`src/design/cpsp_pkg.sv`:
```
// Shared constants, path point tables, coefficient type and helpers for the
// closed-path spline position unit. No dependencies.
package cpsp_pkg;

    localparam int TIME_W        = 32;   // input position width
    localparam int POS_W         = 26;   // output coordinate width, Q9.16
    localparam int QW            = 10;   // smoothed point, quarter units
    localparam int CW            = 16;   // Hermite coefficient width, eighths
    localparam int AW            = 32;   // Horner accumulator, units of 2^-19
    localparam int UNIT_SHIFT    = 16;   // coefficient to accumulator scaling
    localparam int AXES          = 3;
    localparam int TAPS          = 4;    // keys i-1 .. i+2
    localparam int PATH_POINTS   = 24;
    localparam int KEY_COUNT_DEF = 24;
    localparam int FRAC_BITS_DEF = 16;

    localparam int PATH_X [PATH_POINTS] = '{
        0, 60, 120, 120, 120, 60, 0, 0, 0, 0, 0, 0,
        0, 0, 0, 60, 120, 120, 120, 60, 0, 0, 0, 0};
    localparam int PATH_Y [PATH_POINTS] = '{
        0, 0, 0, 60, 120, 120, 120, 120, 120, 60, 0, 0,
        0, 0, 0, 0, 0, -60, -120, -120, -120, -120, -120, -60};
    localparam int PATH_Z [PATH_POINTS] = '{
        0, 0, 0, 0, 0, 0, 0, 60, 120, 120, 120, 60,
        0, -60, -120, -120, -120, -120, -120, -120, -120, -60, 0, 0};

    localparam int AXIS_X = 0;
    localparam int AXIS_Y = 1;
    localparam int AXIS_Z = 2;

    typedef struct packed {
        logic signed [CW-1:0] c3;
        logic signed [CW-1:0] c2;
        logic signed [CW-1:0] m0;
        logic signed [CW-1:0] s1;
    } t_coef;

    // raw path coordinate, elaboration use only
    function automatic int path_coord(input int idx, input int axis);
        int v;
        case (axis)
            AXIS_X:  v = PATH_X[idx];
            AXIS_Y:  v = PATH_Y[idx];
            AXIS_Z:  v = PATH_Z[idx];
            default: v = 0;
        endcase
        return v;
    endfunction

    // Catmull-Rom / Hermite coefficients in eighths from four smoothed points
    function automatic t_coef coef_of(input logic signed [QW-1:0] q0,
                                      input logic signed [QW-1:0] q1,
                                      input logic signed [QW-1:0] q2,
                                      input logic signed [QW-1:0] q3);
        logic signed [CW-1:0] s1;
        logic signed [CW-1:0] s2;
        logic signed [CW-1:0] m0;
        logic signed [CW-1:0] m1;
        logic signed [CW-1:0] d;
        t_coef c;
        s1   = CW'(q1) <<< 1;
        s2   = CW'(q2) <<< 1;
        m0   = CW'(q2) - CW'(q0);
        m1   = CW'(q3) - CW'(q1);
        d    = s2 - s1;
        c.c2 = d + (d <<< 1) - (m0 <<< 1) - m1;
        c.c3 = m0 + m1 - (d <<< 1);
        c.m0 = m0;
        c.s1 = s1;
        return c;
    endfunction

endpackage

```
`src/design/cpsp_key_wrap.sv`:
```
// Splits the position into key and fraction and reduces the key modulo the
// key count; emits the four wrapped keys i-1..i+2. Depends on cpsp_pkg.
module cpsp_key_wrap #(
    parameter int KEY_COUNT = cpsp_pkg::KEY_COUNT_DEF,
    parameter int FRAC_BITS = cpsp_pkg::FRAC_BITS_DEF
) (
    input  logic                                     i_clk,
    input  logic                                     i_rst_n,
    input  logic                                     i_valid,
    output logic                                     o_ready,
    input  logic signed [cpsp_pkg::TIME_W-1:0]       i_path_time,
    output logic                                     o_valid,
    input  logic                                     i_ready,
    output logic [cpsp_pkg::TAPS*$clog2(KEY_COUNT)-1:0] o_keys,
    output logic [FRAC_BITS-1:0]                     o_frac
);
    import cpsp_pkg::*;

    localparam int     NS    = 5;
    localparam int     W     = TIME_W - FRAC_BITS;
    localparam int     KW    = $clog2(KEY_COUNT);
    localparam int     KBW   = KW + 1;
    localparam longint MUL_L = (longint'(1) << W) / KEY_COUNT;
    localparam longint CNG_L = (longint'(1) << W) % KEY_COUNT;
    localparam logic [W-1:0]   MUL   = W'(MUL_L);
    localparam logic [KBW-1:0] K_VAL = KBW'(KEY_COUNT);
    localparam logic [KBW-1:0] CNEG  = KBW'(CNG_L);
    localparam logic [KW-1:0]  KMAX  = KW'(KEY_COUNT - 1);

    logic [NS-1:0] r_vld;
    logic [NS-1:0] n_vld;
    logic [NS:0]   rdy;

    always_comb begin
        rdy[NS] = i_ready;
        for (int j = NS - 1; j >= 0; j--) begin
            rdy[j] = !r_vld[j] || rdy[j+1];
        end
        n_vld[0] = rdy[0] ? i_valid : r_vld[0];
        for (int j = 1; j < NS; j++) begin
            n_vld[j] = rdy[j] ? r_vld[j-1] : r_vld[j];
        end
    end

    always_ff @(posedge i_clk) begin
        if (!i_rst_n) begin
            r_vld <= '0;
        end else begin
            r_vld <= n_vld;
        end
    end

    // stage 0: split
    logic [W-1:0]         r0_u;
    logic                 r0_neg;
    logic [FRAC_BITS-1:0] r0_f;
    // stage 1: reciprocal product
    logic [2*W-1:0]       r1_prod;
    logic [W-1:0]         r1_u;
    logic                 r1_neg;
    logic [FRAC_BITS-1:0] r1_f;
    // stage 2: quotient times key count
    logic [W-1:0]         r2_qk;
    logic [W-1:0]         r2_u;
    logic                 r2_neg;
    logic [FRAC_BITS-1:0] r2_f;
    // stage 3: remainder
    logic [KW-1:0]        r3_key;
    logic [FRAC_BITS-1:0] r3_f;
    // stage 4: neighbour keys
    logic [TAPS*KW-1:0]   r4_keys;
    logic [FRAC_BITS-1:0] r4_f;

    logic [2*W-1:0]       n1_prod;
    logic [W+KBW-1:0]     n2_qk;
    logic [W-1:0]         n3_diff;
    logic [KBW-1:0]       n3_rem;
    logic [KBW-1:0]       n3_rem1;
    logic [KBW-1:0]       n3_key;
    logic [KW-1:0]        n4_km;
    logic [KW-1:0]        n4_kp;
    logic [KBW-1:0]       n4_sum2;
    logic [KBW-1:0]       n4_kp2;

    always_comb begin
        n1_prod = (2*W)'(r0_u) * (2*W)'(MUL);
        n2_qk   = (W+KBW)'(r1_prod[2*W-1:W]) * (W+KBW)'(K_VAL);
        // reciprocal quotient may be one short: remainder below twice the count
        n3_diff = r2_u - r2_qk;
        n3_rem  = KBW'(n3_diff);
        n3_rem1 = (n3_rem >= K_VAL) ? n3_rem - K_VAL : n3_rem;
        // negative key: subtract 2^W mod count
        if (!r2_neg) begin
            n3_key = n3_rem1;
        end else if (n3_rem1 >= CNEG) begin
            n3_key = n3_rem1 - CNEG;
        end else begin
            n3_key = n3_rem1 + K_VAL - CNEG;
        end
        n4_km   = (r3_key == '0) ? KMAX : r3_key - KW'(1);
        n4_kp   = (r3_key == KMAX) ? '0 : r3_key + KW'(1);
        n4_sum2 = KBW'(r3_key) + KBW'(2);
        n4_kp2  = (n4_sum2 >= K_VAL) ? n4_sum2 - K_VAL : n4_sum2;
    end

    always_ff @(posedge i_clk) begin
        if (rdy[0]) begin
            r0_u   <= W'(i_path_time >>> FRAC_BITS);
            r0_neg <= i_path_time[TIME_W-1];
            r0_f   <= i_path_time[FRAC_BITS-1:0];
        end
        if (rdy[1]) begin
            r1_prod <= n1_prod;
            r1_u    <= r0_u;
            r1_neg  <= r0_neg;
            r1_f    <= r0_f;
        end
        if (rdy[2]) begin
            r2_qk  <= n2_qk[W-1:0];
            r2_u   <= r1_u;
            r2_neg <= r1_neg;
            r2_f   <= r1_f;
        end
        if (rdy[3]) begin
            r3_key <= n3_key[KW-1:0];
            r3_f   <= r2_f;
        end
        if (rdy[4]) begin
            r4_keys <= {n4_kp2[KW-1:0], n4_kp, r3_key, n4_km};
            r4_f    <= r3_f;
        end
    end

    assign o_ready = rdy[0];
    assign o_valid = r_vld[NS-1];
    assign o_keys  = r4_keys;
    assign o_frac  = r4_f;

endmodule

```
`config.mk`:
```
export PLATFORM = sky130hd
export DESIGN_NAME = cpsp_key_wrap
export DESIGN_NICKNAME = d
export VERILOG_FILES = /design/src/design/cpsp_pkg.sv /design/src/design/cpsp_key_wrap.sv
export SDC_FILE = /design/constraint.sdc
export NUM_CORES = 1
export LEC_CHECK = 0
export ABC_CLOCK_PERIOD_IN_PS = 6600
export BUFFER_PORTS_ARGS = -buffer_cell sky130_fd_sc_hd__buf_4
export CAP_MARGIN = 20
export CORE_MARGIN = 4
export CORE_UTILIZATION = 60
export DETAILED_ROUTE_END_ITERATION = 8
export PLACE_DENSITY = 0.89
export SETUP_SLACK_MARGIN = 0.05
export SYNTH_ARGS = -nofsm -noshare
export SYNTH_HDL_FRONTEND = slang
export SYNTH_SLANG_ARGS = --single-unit
```
`constraint.sdc`:
```
create_clock -name i_clk -period 6.6 [get_ports i_clk]
set_input_delay 1.65 -clock i_clk [delete_from_list [all_inputs] [get_ports i_clk]]
set_output_delay 1.65 -clock i_clk [all_outputs]
set_load 0.005 [all_outputs]
```
### Yosys cells after proc, flatten, opt, wreduce, memory -nomap -nowiden

Cells that the tools add are included.

| storage, ports and cells | value |
|---|---|
| output and inout port bits | 38 |
| word-level logic and storage cells | 52 |
| input bits | 36 |
| flip-flop bits (word level) | 171 |

| cells by class | value |
|---|---|
| reduce and logical (&&, ||, !) cells | 11 |
| equal/unequal tests | 1 |
| magnitude comparators | 3 |
| multiply operators | 2 |
| muxes and demuxes | 4 |
| $add $sub $neg | 9 |

Operators by type and width:

| operator | count |
|---|---|
| $mul A16 B11 Y27 const B | 1 |
| $ge A6 B5 Y1 const B | 3 |
| $mux W5 | 3 |
| $sub A5 B5 Y5 const B | 3 |
| $mul A12 B2 Y3 const B | 1 |
| $add A5 B2 Y6 const B | 1 |
| $mux W6 | 1 |
| $sub A6 B5 Y6 const B | 1 |
| $sub A6 B6 Y6 | 1 |
| $add A5 B1 Y5 const B | 1 |
| $add A5 B5 Y5 const B | 1 |
| $eq A5 B5 Y1 const B | 1 |
| $logic_not A1 Y1 | 5 |
| $logic_not A5 Y1 | 1 |
| $logic_or A1 B1 Y1 | 5 |
| $sub A5 B1 Y5 const B | 1 |

### Longest topological paths before layout

Gate-level depths: netlist of run 1.

| logic depth | value |
|---|---|
| word-level depth | 7 |
| mapped depth | 15 |

### Least setup slack after synthesis of run 1

OpenSTA, ideal clock, no wires.

| timing | value |
|---|---|
| kind | input-to-output |
| start point | input port i_ready |
| end point | output port o_ready |
| stages on the path | 3 |
| data arrival time | 2.926 ns |
| data required time | 4.950 ns |
| slack | 2.024 ns |
| buffers on the path | 0 |
| path through | nor2b_1 > and3_1 > nand3_1 |

| on the way | value |
|---|---|
| word-level cells in the longest chain between the ends | 5 |

RTL lines:

| what | line | text |
|---|---|---|
| start, declared | cpsp_key_wrap.sv:13 | `input logic i_ready,` |
| $logic_or A1 B1 Y1 (5 in series) | cpsp_key_wrap.sv:37 | `rdy[j] = !r_vld[j] \|\| rdy[j+1];` |
| end, declared | cpsp_key_wrap.sv:10 | `output logic o_ready,` |

Every way passes these cells.

### Final worst setup path of run 1

| timing | value |
|---|---|
| start point | register r0_u[4] |
| end point | register r1_prod[17] (data pin) |

| on the way | value |
|---|---|
| word-level cells in the longest chain between the ends | 1 |

RTL lines:

| what | line | text |
|---|---|---|
| start, declared | cpsp_key_wrap.sv:54 | `logic [W-1:0] r0_u;` |
| start signal, assigned | cpsp_key_wrap.sv:108 | `r0_u <= W'(i_path_time >>> FRAC_BITS);` |
| $mul A16 B11 Y27 | cpsp_key_wrap.sv:86 | `n1_prod = (2*W)'(r0_u) * (2*W)'(MUL);` |
| via n1_prod[17] | cpsp_key_wrap.sv:74 | `logic [2*W-1:0] n1_prod;` |
| end signal, assigned | cpsp_key_wrap.sv:113 | `r1_prod <= n1_prod;` |
| end, declared | cpsp_key_wrap.sv:58 | `logic [2*W-1:0] r1_prod;` |

The timed path passes the listed nets, and every way through them passes these cells.
A chain may end at the register's enable or synchronous reset.

==> impl_results.rst, run 1 <==
.. list-table::
   :header-rows: 1

   * - Metric
     - Value
   * - Met2 layer wire length in the routed design
     - 6480 um
   * - Dominant cell type by area after synthesis
     - sky130_fd_sc_hd__edfxtp_1
   * - Area of the multi-input gates
     - 0.00217 sq mm
   * - MaxCap Viol Count
     - 0
   * - Summed area of non-filler cells in the final layout
     - 0.00810 sq mm
   * - Mean area per synthesized cell
     - 15.9 sq um
   * - Power per cell area
     - 376 mW/mm^2
   * - End point of the critical path
     - r1_prod[17]
   * - Top Layer Used
     - met4
   * - Required time reported for the critical path endpoint
     - 6770 ps
   * - Number of unique standard cell types used by synthesis
     - 44
   * - Largest fanout on the critical path
     - 4
   * - Number of buffers on the longest clock path
     - 2
   * - HPWL after DPL
     - 8490 um
   * - Most frequently used flop master after synthesis
     - sky130_fd_sc_hd__edfxtp_1
   * - Depth of the worst register-to-register path
     - 15
   * - Number of antenna repair diodes
     - 0
   * - Max VDD drop
     - 0.228 mV
   * - Die extent in y
     - 114 um
   * - Clock latency reported for the late side of the worst-skew pair
     - 420 ps
   * - Register Area
     - 0.00430 sq mm
   * - Status
     - complete, no violations
   * - Leakage power of the design
     - 3.57 nW
   * - Reg-to-Reg Start
     - r0_u[4]
   * - Resized cells post-CTS
     - 0
   * - Post-DR vias/cell
     - 5.47
   * - Placement row count
     - 38
   * - Top-area cell type share of the netlist area
     - 61.9%
   * - Pin count of the biggest net entering global routing
     - 36
   * - Register-to-register setup slack
     - 1920 ps
   * - Slew of the pin with the lowest slew margin
     - 994 ps
   * - Cell with the most instances after synthesis
     - sky130_fd_sc_hd__edfxtp_1
   * - Total grt overflow
     - 0
   * - GRT Util Overall
     - 20.9%
   * - Share of layout cells above drive strength 1
     - 21.6%
   * - Portion of the clock cycle consumed by the worst path in the final layout
     - 70.8%
   * - Quantity of hold-fixing buffers added after cts
     - 0
   * - Initial antenna violation count
     - 0
   * - Worst min-delay path class
     - flip-flop to flip-flop
   * - Shortest period the worst path allows
     - 4680 ps
   * - Critical Path Start Type
     - flip-flop
   * - Clock sink count
     - 145
   * - Reg2Reg Capture Point
     - r1_prod[17]
   * - Count of fill cells added during filler insertion
     - 634
   * - Total count of max-transition violations in the final report
     - 0
   * - Routed wl met3
     - 727 um
   * - Final layout net count
     - 654
   * - Die outline width
     - 114 um
   * - Core region area
     - 0.0109 sq mm
   * - Post-synth design cell area
     - 0.00679 sq mm
   * - Sequential fraction of the synthesis area
     - 63.4%
   * - Number of placed I/O pins
     - 74
   * - Post-CTS clock slew at the launch and capture registers of the worst setup and hold paths
     - 60 ps
   * - Max Clock Freq
     - 214 MHz
   * - Post-Syn Instances
     - 428
   * - Post-synthesis async set-or-reset flop share
     - 0%
   * - Count of endpoints failing hold in the final timing report
     - 0
   * - Gp weighted congestion
     - 0.933
   * - Count of H-tree levels built during CTS
     - 4
   * - TritonCTS clock tree
     - yes
   * - Synthesis warning total
     - 0
   * - Path type of the worst setup path
     - flip-flop to flip-flop
   * - Wire length the detailed router placed on met1
     - 4550 um
   * - Signed area change from the synthesized netlist to the final layout
     - 19.4%
   * - Number of enable-type register cells in the synthesized netlist
     - 140
   * - Unrepaired setup endpoints after global routing
     - false
   * - Critical path capture point type
     - flip-flop
   * - Setup Buffers After CTS
     - 0
   * - Drt total wl
     - 12,300 um
   * - Synth cell count leaders
     - 140 x sky130_fd_sc_hd__edfxtp_1, 78 x sky130_fd_sc_hd__inv_1, 66 x sky130_fd_sc_hd__ha_1
   * - Via count
     - 3,674
   * - Arrival time of the worst setup path
     - 4840 ps
   * - Count of nets left with antenna violations after detail routing
     - 0
   * - IO Port Bufs
     - 73
   * - Setup clock skew after layout
     - 8.10 ps
   * - Drt first pass iters
     - 4
   * - Syn nets
     - 563
   * - Global-route wire length before repair
     - 20,000 um
   * - DRC marker count from the first detailed-route iteration
     - 251
   * - Endpoints failing setup
     - 0
   * - Die Outline Area
     - 0.0131 sq mm
   * - Post-Route Setup TNS
     - 0 ps
   * - Critical path launch point
     - r0_u[4]
   * - Worst slew margin relative to its limit
     - 33.7%
   * - Number of global-route vias before repair
     - 4,042
   * - CTS Buf Count
     - 17
   * - Top cells by area, synth
     - sky130_fd_sc_hd__edfxtp_1 62%, sky130_fd_sc_hd__ha_1 12%, sky130_fd_sc_hd__fa_1 9.7%
   * - Final routed wire length divided by cell count
     - 18.3 um
   * - Cell chosen for the clock root
     - sky130_fd_sc_hd__clkbuf_16
   * - Initial core utilization
     - 62.1%
   * - DRC Markers
     - 0
   * - Number of storage elements in the synthesis netlist
     - 145
   * - Post-placement cell area
     - 0.00751 sq mm
==> report_power, final <==
part / leakage [nW] / internal, mW / switching [mW]
registers: 1.53 / 1.14 / 0.0582
clock network: 0.275 / 0.498 / 0.402
logic: 1.76 / 0.444 / 0.504
total: 3.57 / 2.08 / 0.964
==> sequential cells by signal, summed over array words and instances, names as in the netlist <==
signal   flops
r0_u        16
o_keys      19
r_vld        5
r3_key       5
o_frac      16
r1_f        16
r2_f        16
r1_u         6
r3_f        16
r2_qk        3
r1_neg       1
r0_f        16
r1_prod      3
r2_u         6
r2_neg       1
==> per-layer routing <==
layer  GRT usage (%)  up-vias
met5               0        -
met4            12.3        0
met3            5.60       49
met2            35.9      153
met1            23.3     1795
li1                -     1677
==> cell usage in the layout, fill, tap and decap left out, types with 2 or more instances in the layout <==
cell	count
sky130_fd_sc_hd__a21o_1	2
sky130_fd_sc_hd__a21oi_1	5
sky130_fd_sc_hd__and2_1	4
sky130_fd_sc_hd__and3_1	3
sky130_fd_sc_hd__buf_4	75
sky130_fd_sc_hd__clkbuf_16	17
sky130_fd_sc_hd__clkinv_4	4
sky130_fd_sc_hd__clkinvlp_4	2
sky130_fd_sc_hd__dfxtp_1	5
sky130_fd_sc_hd__edfxtp_1	140
sky130_fd_sc_hd__fa_1	33
sky130_fd_sc_hd__ha_1	66
sky130_fd_sc_hd__inv_1	78
sky130_fd_sc_hd__inv_6	3
sky130_fd_sc_hd__inv_8	4
sky130_fd_sc_hd__mux2_2	2
sky130_fd_sc_hd__nand2_1	16
sky130_fd_sc_hd__nand2b_1	2
sky130_fd_sc_hd__nand3_1	7
sky130_fd_sc_hd__nor2_1	6
sky130_fd_sc_hd__nor2b_1	4
sky130_fd_sc_hd__nor3b_1	2
sky130_fd_sc_hd__o21a_1	2
sky130_fd_sc_hd__o21ai_0	5
sky130_fd_sc_hd__or2_2	2
sky130_fd_sc_hd__xnor2_1	15
sky130_fd_sc_hd__xor2_1	4
==> critical path, cell delays in order, from the launching register on <==
cell                       delay [ps]
sky130_fd_sc_hd__edfxtp_1         490
sky130_fd_sc_hd__ha_1             350
sky130_fd_sc_hd__xor2_1           180
sky130_fd_sc_hd__ha_1             200
sky130_fd_sc_hd__or2_2            320
sky130_fd_sc_hd__fa_1             500
sky130_fd_sc_hd__inv_1             50
sky130_fd_sc_hd__fa_1             460
sky130_fd_sc_hd__fa_1             510
sky130_fd_sc_hd__inv_1             40
sky130_fd_sc_hd__ha_1             310
sky130_fd_sc_hd__nand3_1          130
sky130_fd_sc_hd__nor3_1            80
sky130_fd_sc_hd__a221oi_2         390
sky130_fd_sc_hd__a21boi_1         140
sky130_fd_sc_hd__o31a_1           250
==> layout make-up <==
class	instances	share of cell area, %
clock buffers	17	5.25
clock inverters	15	1.76
inverters	78	3.61
multi-input cells	201	26.8
flip-flops and latches	145	53.1
well taps	140	2.16
repair buffers	76	7.29
==> worst min path at each step <==
stage	to	slack, ps	cells after the start	startpoint
after global placement	r3_f[12]	400	0	r2_f[12]
after detailed placement	o_frac[1]	400	0	r3_f[1]
after CTS	o_frac[4]	420	0	r3_f[4]
after global routing	o_frac[4]	420	0	r3_f[4]
final	r2_f[7]	420	0	r1_f[7]
after floorplan	o_frac[0]	400	0	r3_f[0]
==> cells by family (layout without fill, tap and decap cells) <==
logic type / Yosys count / in the layout / share of synthesized area, %
XOR/XNOR: 20 / 20 / 2.78
multiplexers: 3 / 3 / 0.479
buffers and inverters: 82 / 186 / 4.59
adder cells (fa/ha/maj): 99 / 99 / 21.9
AO/OA/AOI/OAI: 28 / 28 / 3.02
AND/OR/NAND/NOR: 51 / 51 / 3.83
flip-flops: 145 / 145 / 63.4
==> per-stage QoR <==
| step | instances | utilization (%) | hold slack (ps) | total power [mW] | worst slack [ps] |
|---|---|---|---|---|---|
| floorplan | 428 | - | 400 | 1.85 | 2020 |
| global placement | 639 | 68.7 | 401 | 2.03 | 2150 |
| detailed placement | 639 | 68.7 | 405 | 2.12 | 2000 |
| CTS | 671 | 73.9 | 418 | 3.06 | 1930 |
| global route | 672 | 74.1 | 423 | 3.23 | 1730 |
| finish | 672 | 74.1 | 416 | 3.05 | 1920 |
Power figures use the tool's default switching activity.
==> run 2, diff against run 1 <==
--- a/config.mk
+++ b/config.mk
@@ -5,13 +5,13 @@
 export SDC_FILE = /design/constraint.sdc
 export NUM_CORES = 1
 export LEC_CHECK = 0
-export ABC_CLOCK_PERIOD_IN_PS = 6600
+export ABC_CLOCK_PERIOD_IN_PS = 3950
 export BUFFER_PORTS_ARGS = -buffer_cell sky130_fd_sc_hd__buf_4
 export CAP_MARGIN = 20
 export CORE_MARGIN = 4
-export CORE_UTILIZATION = 60
+export CORE_UTILIZATION = 53
 export DETAILED_ROUTE_END_ITERATION = 8
-export PLACE_DENSITY = 0.89
+export PLACE_DENSITY = 0.84
 export SETUP_SLACK_MARGIN = 0.05
 export SYNTH_ARGS = -nofsm -noshare
 export SYNTH_HDL_FRONTEND = slang
==> constraint.sdc (replaced) <==
create_clock -name i_clk -period 3.95 [get_ports i_clk]
set_input_delay 0.9875 -clock i_clk [delete_from_list [all_inputs] [get_ports i_clk]]
set_output_delay 0.9875 -clock i_clk [all_outputs]
set_load 0.005 [all_outputs]
==> run 2 against run 1 <==
- the run now ends with negative setup slack left
- flip-flop and latch count unchanged
- setup slack got worse by 2300 ps
- register-to-register slack got worse by 2300 ps
- worst hold slack got worse by 3.9 ps
- largest power group unchanged
==> impl_results.rst, run 2 (synthesis gave the netlist of run 1 again) <==
.. list-table::
   :header-rows: 1

   * - Metric
     - Value
   * - Post-CTS clock slew at the launch and capture registers of the worst setup and hold paths
     - 60 ps (about the same)
   * - Portion of the clock cycle consumed by the worst path in the final layout
     - 110% (+39 points)
   * - Pin count of the biggest net entering global routing
     - 34 (-5.6%)
   * - Reg2Reg Capture Point
     - r1_prod[17]
   * - Worst slew margin relative to its limit
     - 33.5% (-0.23 points)
   * - PnR worst setup slack
     - -378 ps (-2300 ps)
   * - Number of placed I/O pins
     - 74 (unchanged)
   * - Commonest non-fill, non-tap cell in the layout
     - sky130_fd_sc_hd__edfxtp_1
   * - Power share of the combinational group
     - 34.8% (+3.7 points)
   * - Placement row count
     - 41 (+7.9%)
   * - Final instance count without filler cells
     - 737 (+9.7%)
   * - Net switching power of the design
     - 1.66 mW (+72%)
   * - Via count
     - 3,660 (-0.38%)
   * - Power per cell area
     - 644 mW/mm^2 (+71%)
   * - IO Port Bufs
     - 73 (unchanged)
   * - Clock latency reported for the late side of the worst-skew pair
     - 410 ps (about the same)
   * - Summed area of non-filler cells in the final layout
     - 0.00868 sq mm (+7.1%)
   * - Gp weighted congestion
     - 0.845 (-9.4%)
   * - Final layout net count
     - 688 (+5.2%)
   * - Count of endpoints failing hold in the final timing report
     - 0 (unchanged)
   * - Path type of the worst setup path
     - flip-flop to flip-flop
   * - Hold Path Stages
     - 0 (unchanged)
   * - Number of buffers on the longest clock path
     - 2 (unchanged)
   * - DRC Markers
     - 0 (unchanged)
   * - Util after Layout
     - 69.1% (-5.0 points)
   * - Die outline width
     - 121 um (+6.0%)
   * - Register share of total power
     - 35.8% (-3.6 points)
   * - Final routed wire length divided by cell count
     - 16.9 um (-7.3%)
   * - MaxCap Viol Count
     - 0 (unchanged)
   * - Initial antenna violation count
     - 0 (unchanged)
   * - Worst slack at placement
     - -393 ps (-2390 ps)
   * - Total placed cells including tap cells
     - 699 (+9.4%)
   * - Count of nets left with antenna violations after detail routing
     - 0 (unchanged)
   * - Share of layout cells above drive strength 1
     - 30.4% (+8.8 points)
   * - CTS Buf Count
     - 17 (unchanged)
   * - TritonCTS clock tree
     - yes
   * - Required time reported for the critical path endpoint
     - 4100 ps (-2670 ps)
   * - Quantity of hold-fixing buffers added after cts
     - 0 (unchanged)
   * - Register-to-register setup slack
     - -380 ps (-2300 ps)
   * - GRT Util Overall
     - 18.7% (-2.2 points)
   * - Drt total wl
     - 12,500 um (+1.6%)
   * - Worst path bufs/invs
     - 2 (unchanged)
   * - Ordered list of cells on the worst path
     - ha_2, xor2_2, ha_4, or2_4, fa_1, inv_1, fa_1, fa_1, inv_1, ha_4, a21o_1, a221oi_4, a21boi_1, o31a_1
   * - Post-placement cell area
     - 0.00784 sq mm (+4.4%)
   * - Flip-flop count of the largest register, all copies and words added
     - 19 (unchanged)
   * - Origin of the worst min-delay path
     - r2_f[14]
   * - Clock sink count
     - 145 (unchanged)
   * - Largest fanout on the critical path
     - 4 (unchanged)
   * - Critical path capture point type
     - flip-flop
   * - Leading cell types in the layout, fill and taps excluded
     - 140 x sky130_fd_sc_hd__edfxtp_1, 109 x sky130_fd_sc_hd__buf_4, 74 x sky130_fd_sc_hd__inv_1, 53 x sky130_fd_sc_hd__ha_1, 31 x sky130_fd_sc_hd__fa_1
   * - Worst path most repeated cell
     - sky130_fd_sc_hd__fa_1
   * - Total grt overflow
     - 0 (unchanged)
   * - Critical Path Start Type
     - flip-flop
   * - Violated checks
     - negative setup slack
   * - Die extent in y
     - 121 um (+6.0%)
   * - Reg-to-Reg Start
     - r0_u[3]
   * - Worst min-delay path endpoint
     - r3_f[14]
   * - Highest cell delay on the worst timing path
     - 510 ps (about the same)
   * - Max VDD drop
     - 0.482 mV (+110%)
   * - Unrepaired setup endpoints after global routing
     - true
   * - Total count of max-transition violations in the final report
     - 0 (unchanged)
   * - Shortest period the worst path allows
     - 4330 ps (-348 ps)
   * - Status
     - finished with violations
   * - Clock network fraction of total power
     - 29.4% (about the same)
   * - Slew of the pin with the lowest slew margin
     - 997 ps (+3.39 ps)
   * - Number of global-route vias before repair
     - 4,050 (+0.20%)
   * - Internal power contribution
     - 3.93 mW (+89%)
   * - Post-DR vias/cell
     - 4.97 (-9.2%)
   * - Leakage power of the design
     - 3.77 nW (+5.7%)
   * - Die Outline Area
     - 0.0147 sq mm (+12%)
   * - Count of H-tree levels built during CTS
     - 4 (unchanged)
   * - Setup clock skew after layout
     - 15.2 ps (+7.05 ps)
   * - Endpoints failing setup
     - 3 (+3)
   * - Total Power
     - 5.59 mW (+83%)
   * - Number of antenna repair diodes
     - 0 (unchanged)
   * - Cell chosen for the clock root
     - sky130_fd_sc_hd__clkbuf_16
   * - Core region area
     - 0.0126 sq mm (+15%)
   * - DRC marker count from the first detailed-route iteration
     - 211 (-16%)
   * - Switching Fraction
     - 29.7% (-1.9 points)
   * - Critical path's top delay family
     - adder cells
   * - Global-route wire length before repair
     - 20,100 um (+0.55%)
   * - Worst min-delay path class
     - flip-flop to flip-flop
   * - Drt first pass iters
     - 5 (+1)
   * - Depth of the worst register-to-register path
     - 14 (-1)
   * - Arrival time of the worst setup path
     - 4480 ps (-360 ps)
   * - Signed area change from the synthesized netlist to the final layout
     - 27.9%
   * - Slowest cell on the critical path
     - sky130_fd_sc_hd__edfxtp_1
   * - Max Clock Freq
     - 231 MHz (+8.0%)
   * - HPWL after DPL
     - 8840 um (+4.2%)
   * - Initial core utilization
     - 54.0% (-8.1 points)
-- run 2: changes by cell type in the layout (fill, tap and decap cells not counted), sizes merged --
cell,delta
clkbuf,+1
clkinvlp,-1
bufinv,+4
buf,+34
clkinv,-1
inv,-4
-- run 2: worst register-to-register path: cells and delay by family (launching register included) --
kind / cells / cell delay [ps]
AO/OA/AOI/OAI: 4 / 870
XOR/XNOR: 1 / 200
adder cells (fa/ha/maj): 6 / 2140
AND/OR/NAND/NOR: 1 / 240
buffers and inverters: 2 / 110
flip-flops: 1 / 510
-- run 2: power groups by stage --
| stage | Combinational (mW) | Sequential (mW) | Clock, mW |
|---|---|---|---|
| 5_1_grt | 2.18 | 2.02 | 1.73 |
| 3_5_place_dp | 1.67 | 2.03 | 0 |
| 6_report | 1.94 | 2.00 | 1.64 |
| 4_1_cts | 1.92 | 2.00 | 1.67 |
| 2_1_floorplan | 1.19 | 1.99 | 0 |
| 3_3_place_gp | 1.56 | 2.01 | 0 |
-- run 2: metal layers --
layer / GRT usage [%] / part of all wire [%] / up-vias / wire length [um]
met5: 0 / 0 / - / 0
met4: 8.96 / 2.4 / 0 / 302
met3: 5.08 / 6.5 / 21 / 807
met2: 33.0 / 54 / 124 / 6700
met1: 20.9 / 37 / 1772 / 4670
li1: - / - / 1743 / -
-- run 2: final cells by class --
class	instances	area [sq um]
sequential	145	4300
inverter	78	293
tap	172	215
fill	816	3890
clock inverter	13	184
clock buffer	18	429
multi-input combinational	201	2410
timing repair buffer	110	846
-- run 2: metrics by stage --
stage,TNS [ps],hold slack (ps)
floorplan,-397,400
detailed placement,-989,405
finish,-1010,412
global route,-1420,421
global placement,-745,401
CTS,-956,413
-- run 2: repair_timing --
item,in CTS,in global routing
resized for setup,21,0
hold endpoints to repair,0,0
buffers inserted,5,2
pin swaps,17,2
endpoints found under the setup margin,3,3
-- run 2: how the worst max path moves through the flow --
stage	startpoint	end	slack (ps)	cells after the start
4_1_cts	r0_u[3]	r1_prod[17]	-360	14
6_report	r0_u[3]	r1_prod[17]	-380	14
5_1_grt	r0_u[4]	r1_prod[17]	-510	13
3_3_place_gp	r0_u[4]	r1_prod[17]	-290	14
3_5_place_dp	r0_u[4]	r1_prod[17]	-390	13
2_1_floorplan	r0_u[4]	r1_prod[17]	-170	14
==> run 3, diff against run 2 <==
--- a/config.mk
+++ b/config.mk
@@ -5,13 +5,13 @@
 export SDC_FILE = /design/constraint.sdc
 export NUM_CORES = 1
 export LEC_CHECK = 0
-export ABC_CLOCK_PERIOD_IN_PS = 3950
+export ABC_CLOCK_PERIOD_IN_PS = 4110
 export BUFFER_PORTS_ARGS = -buffer_cell sky130_fd_sc_hd__buf_4
 export CAP_MARGIN = 20
 export CORE_MARGIN = 4
-export CORE_UTILIZATION = 53
+export CORE_UTILIZATION = 59
 export DETAILED_ROUTE_END_ITERATION = 8
-export PLACE_DENSITY = 0.84
+export PLACE_DENSITY = 0.88
 export SETUP_SLACK_MARGIN = 0.05
 export SYNTH_ARGS = -nofsm -noshare
 export SYNTH_HDL_FRONTEND = slang
==> constraint.sdc (replaced) <==
create_clock -name i_clk -period 4.11 [get_ports i_clk]
set_input_delay 1.0275 -clock i_clk [delete_from_list [all_inputs] [get_ports i_clk]]
set_output_delay 1.0275 -clock i_clk [all_outputs]
set_load 0.005 [all_outputs]
==> run 3 against run 2 <==
- the run still ends with negative setup slack left
- die area down 9.5%
- sequential power is 3% lower
- cell count shrank 4.6%
- routed wire length up 13%
- critical endpoint is now r1_prod[18]
- clock skew is 1.8 ps lower
- highest routed layer unchanged
- critical path type unchanged
- fmax decreased by 2.8%
- largest power group unchanged
- core utilization rose by 8.3 points
- setup slack better by 36 ps
- non-clock buffer count down 3
- clock power shrank 11%
- sequential share of layout area rose by 0.86 points
- final area decreased by 1.7%
==> impl_results.rst, run 3 (synthesis gave the netlist of run 1 again) <==
.. list-table::
   :header-rows: 1

   * - Metric
     - Value
   * - Total grt overflow
     - 0 (unchanged)
   * - Setup clock skew after layout
     - 13.3 ps (-1.82 ps)
   * - Cell chosen for the clock root
     - sky130_fd_sc_hd__clkbuf_16
   * - Critical Path Start Type
     - flip-flop
   * - Reg-to-Reg Start
     - r0_u[3]
   * - Hold Path Stages
     - 0 (unchanged)
   * - Flip-flop count of the largest register, all copies and words added
     - 19 (unchanged)
   * - Pin count of the biggest net entering global routing
     - 36 (+5.9%)
   * - Quantity of hold-fixing buffers added after cts
     - 0 (unchanged)
   * - IO Port Bufs
     - 73 (unchanged)
   * - Post-placement cell area
     - 0.00776 sq mm (-1.1%)
   * - Die outline width
     - 115 um (-4.9%)
   * - Share of layout cells above drive strength 1
     - 30.9% (+0.46 points)
   * - Drt total wl
     - 14,100 um (+13%)
   * - Clock sink count
     - 145 (unchanged)
   * - Final instance count without filler cells
     - 703 (-4.6%)
   * - Initial core utilization
     - 61.5% (+7.5 points)
   * - TritonCTS clock tree
     - yes
   * - PnR worst setup slack
     - -342 ps (+35.8 ps)
   * - DRC Markers
     - 0 (unchanged)
   * - Largest fanout on the critical path
     - 4 (unchanged)
   * - Gp weighted congestion
     - 0.886 (+4.7%)
   * - Util after Layout
     - 77.4% (+8.3 points)
   * - Total Power
     - 5.32 mW (-4.9%)
   * - Path type of the worst setup path
     - flip-flop to flip-flop
   * - Count of nets left with antenna violations after detail routing
     - 0 (unchanged)
   * - Final layout net count
     - 685 (-0.44%)
   * - DRC marker count from the first detailed-route iteration
     - 277 (+31%)
   * - Number of global-route vias before repair
     - 4,219 (+4.2%)
   * - Placement row count
     - 38 (-7.3%)
   * - Critical path capture point type
     - flip-flop
   * - Core region area
     - 0.0110 sq mm (-12%)
   * - Required time reported for the critical path endpoint
     - 4270 ps (+170 ps)
   * - Origin of the worst min-delay path
     - r1_f[0]
   * - Max VDD drop
     - 0.457 mV (-5.4%)
   * - Reg2Reg Capture Point
     - r1_prod[18]
   * - Register-to-register setup slack
     - -340 ps (+40 ps)
   * - Count of H-tree levels built during CTS
     - 4 (unchanged)
   * - Via count
     - 3,789 (+3.5%)
   * - CTS Buf Count
     - 17 (unchanged)
   * - Worst min-delay path class
     - flip-flop to flip-flop
   * - HPWL after DPL
     - 8940 um (+1.1%)
   * - MaxCap Viol Count
     - 0 (unchanged)
   * - Post-DR vias/cell
     - 5.39 (+8.5%)
   * - Status
     - finished with violations
   * - Signed area change from the synthesized netlist to the final layout
     - 25.7%
   * - Post-CTS clock slew at the launch and capture registers of the worst setup and hold paths
     - 70 ps (about the same)
   * - Number of antenna repair diodes
     - 0 (unchanged)
   * - Die Outline Area
     - 0.0133 sq mm (-9.5%)
   * - Die extent in y
     - 115 um (-4.9%)
   * - Shortest period the worst path allows
     - 4450 ps (+124 ps)
   * - Portion of the clock cycle consumed by the worst path in the final layout
     - 108% (-1.2 points)
   * - Commonest non-fill, non-tap cell in the layout
     - sky130_fd_sc_hd__edfxtp_1
   * - Count of endpoints failing hold in the final timing report
     - 0 (unchanged)
   * - Endpoints failing setup
     - 3 (unchanged)
   * - Summed area of non-filler cells in the final layout
     - 0.00853 sq mm (-1.7%)
   * - Arrival time of the worst setup path
     - 4610 ps (+130 ps)
   * - Drt first pass iters
     - 5 (unchanged)
   * - Total count of max-transition violations in the final report
     - 0 (unchanged)
   * - Global-route wire length before repair
     - 21,800 um (+8.2%)
   * - Clock latency reported for the late side of the worst-skew pair
     - 420 ps (about the same)
   * - GRT Util Overall
     - 22.8% (+4.2 points)
   * - Worst min-delay path endpoint
     - r2_f[0]
   * - Depth of the worst register-to-register path
     - 13 (-1)
   * - Number of placed I/O pins
     - 74 (unchanged)
   * - Power per cell area
     - 623 mW/mm^2 (-3.2%)
   * - Unrepaired setup endpoints after global routing
     - true
   * - Leakage power of the design
     - 3.71 nW (-1.6%)
   * - Number of buffers on the longest clock path
     - 2 (unchanged)
   * - Violated checks
     - negative setup slack
   * - Final routed wire length divided by cell count
     - 20.0 um (+18%)
   * - Leading cell types in the layout, fill and taps excluded
     - 140 x sky130_fd_sc_hd__edfxtp_1, 106 x sky130_fd_sc_hd__buf_4, 71 x sky130_fd_sc_hd__inv_1, 55 x sky130_fd_sc_hd__ha_1, 30 x sky130_fd_sc_hd__fa_1
   * - Total placed cells including tap cells
     - 664 (-5.0%)
   * - Worst slew margin relative to its limit
     - 31.9% (-1.5 points)
   * - Initial antenna violation count
     - 0 (unchanged)
   * - Slew of the pin with the lowest slew margin
     - 1020 ps (+23.1 ps)
   * - Max Clock Freq
     - 225 MHz (-2.8%)
-- run 3: changes by cell type in the layout (fill, tap and decap cells not counted), moves of 2 or more --
cell                        change
sky130_fd_sc_hd__inv_2          +3
sky130_fd_sc_hd__clkinv_2       -3
sky130_fd_sc_hd__bufinv_16      -4
sky130_fd_sc_hd__ha_1           +2
sky130_fd_sc_hd__inv_1          -3
sky130_fd_sc_hd__ha_4           -3
sky130_fd_sc_hd__inv_8          +2
sky130_fd_sc_hd__inv_6          +5
sky130_fd_sc_hd__buf_4          -3
-- run 3: worst max-delay path, stage by stage (launching register included) --
cell,delay [ps]
sky130_fd_sc_hd__edfxtp_1,510
sky130_fd_sc_hd__buf_6,170
sky130_fd_sc_hd__ha_4,240
sky130_fd_sc_hd__fa_1,480
sky130_fd_sc_hd__fa_1,570
sky130_fd_sc_hd__inv_2,40
sky130_fd_sc_hd__fa_2,530
sky130_fd_sc_hd__fa_1,450
sky130_fd_sc_hd__inv_2,100
sky130_fd_sc_hd__ha_4,210
sky130_fd_sc_hd__a21o_1,180
sky130_fd_sc_hd__a221oi_4,350
sky130_fd_sc_hd__a32oi_2,180
sky130_fd_sc_hd__xnor2_1,170
-- run 3: area by class of cell --
class | instances | area (sq um)
Timing Repair Buffer | 107 | 807
Fill cell | 590 | 2500
Tap cell | 140 | 175
Clock buffer | 18 | 429
Multi-Input combinational cell | 201 | 2390
Clock inverter | 14 | 136
Inverter | 78 | 293
Sequential cell | 145 | 4300
-- run 3: worst max path at each step --
| stage | from | end | slack (ps) | cells after the start |
|---|---|---|---|---|
| after CTS | r0_u[3] | r1_prod[18] | -260 | 15 |
| after global placement | r0_u[0] | r1_prod[17] | -140 | 14 |
| after detailed placement | r0_u[4] | r1_prod[17] | -300 | 14 |
| after floorplan | r0_u[4] | r1_prod[17] | -20 | 14 |
| final | r0_u[3] | r1_prod[18] | -340 | 13 |
| after global routing | r0_u[3] | r1_prod[18] | -460 | 16 |
-- run 3: report_power, final --
group          switching [mW]  leakage (nW)  internal (mW)
Sequential             0.0922          1.53           1.83
Clock                   0.658         0.276          0.804
Combinational            1.00          1.91          0.925
Total                    1.75          3.71           3.56
-- run 3: metrics by stage --
step | setup TNS, ps | hold WS, ps | worst slack, ps
detailed placement | -787 | 405 | -301
CTS | -646 | 414 | -258
finish | -939 | 414 | -342
global route | -1280 | 421 | -459
global placement | -314 | 401 | -144
floorplan | -15.1 | 400 | -15.1
-- run 3: routing by layer --
metal	up-vias	part of all wire, %	track usage [%]
li1	1738	-	-
met1	1851	37	25.4
met2	162	54	40.9
met3	38	5.9	5.95
met4	0	3.5	10.6
met5	-	0	0
-- run 3: timing repair --
item                                    in CTS  in global routing
pin swaps                                   20                  8
setup buffers                                4                  3
gates resized for setup                     24                  2
endpoints found under the setup margin       3                  3
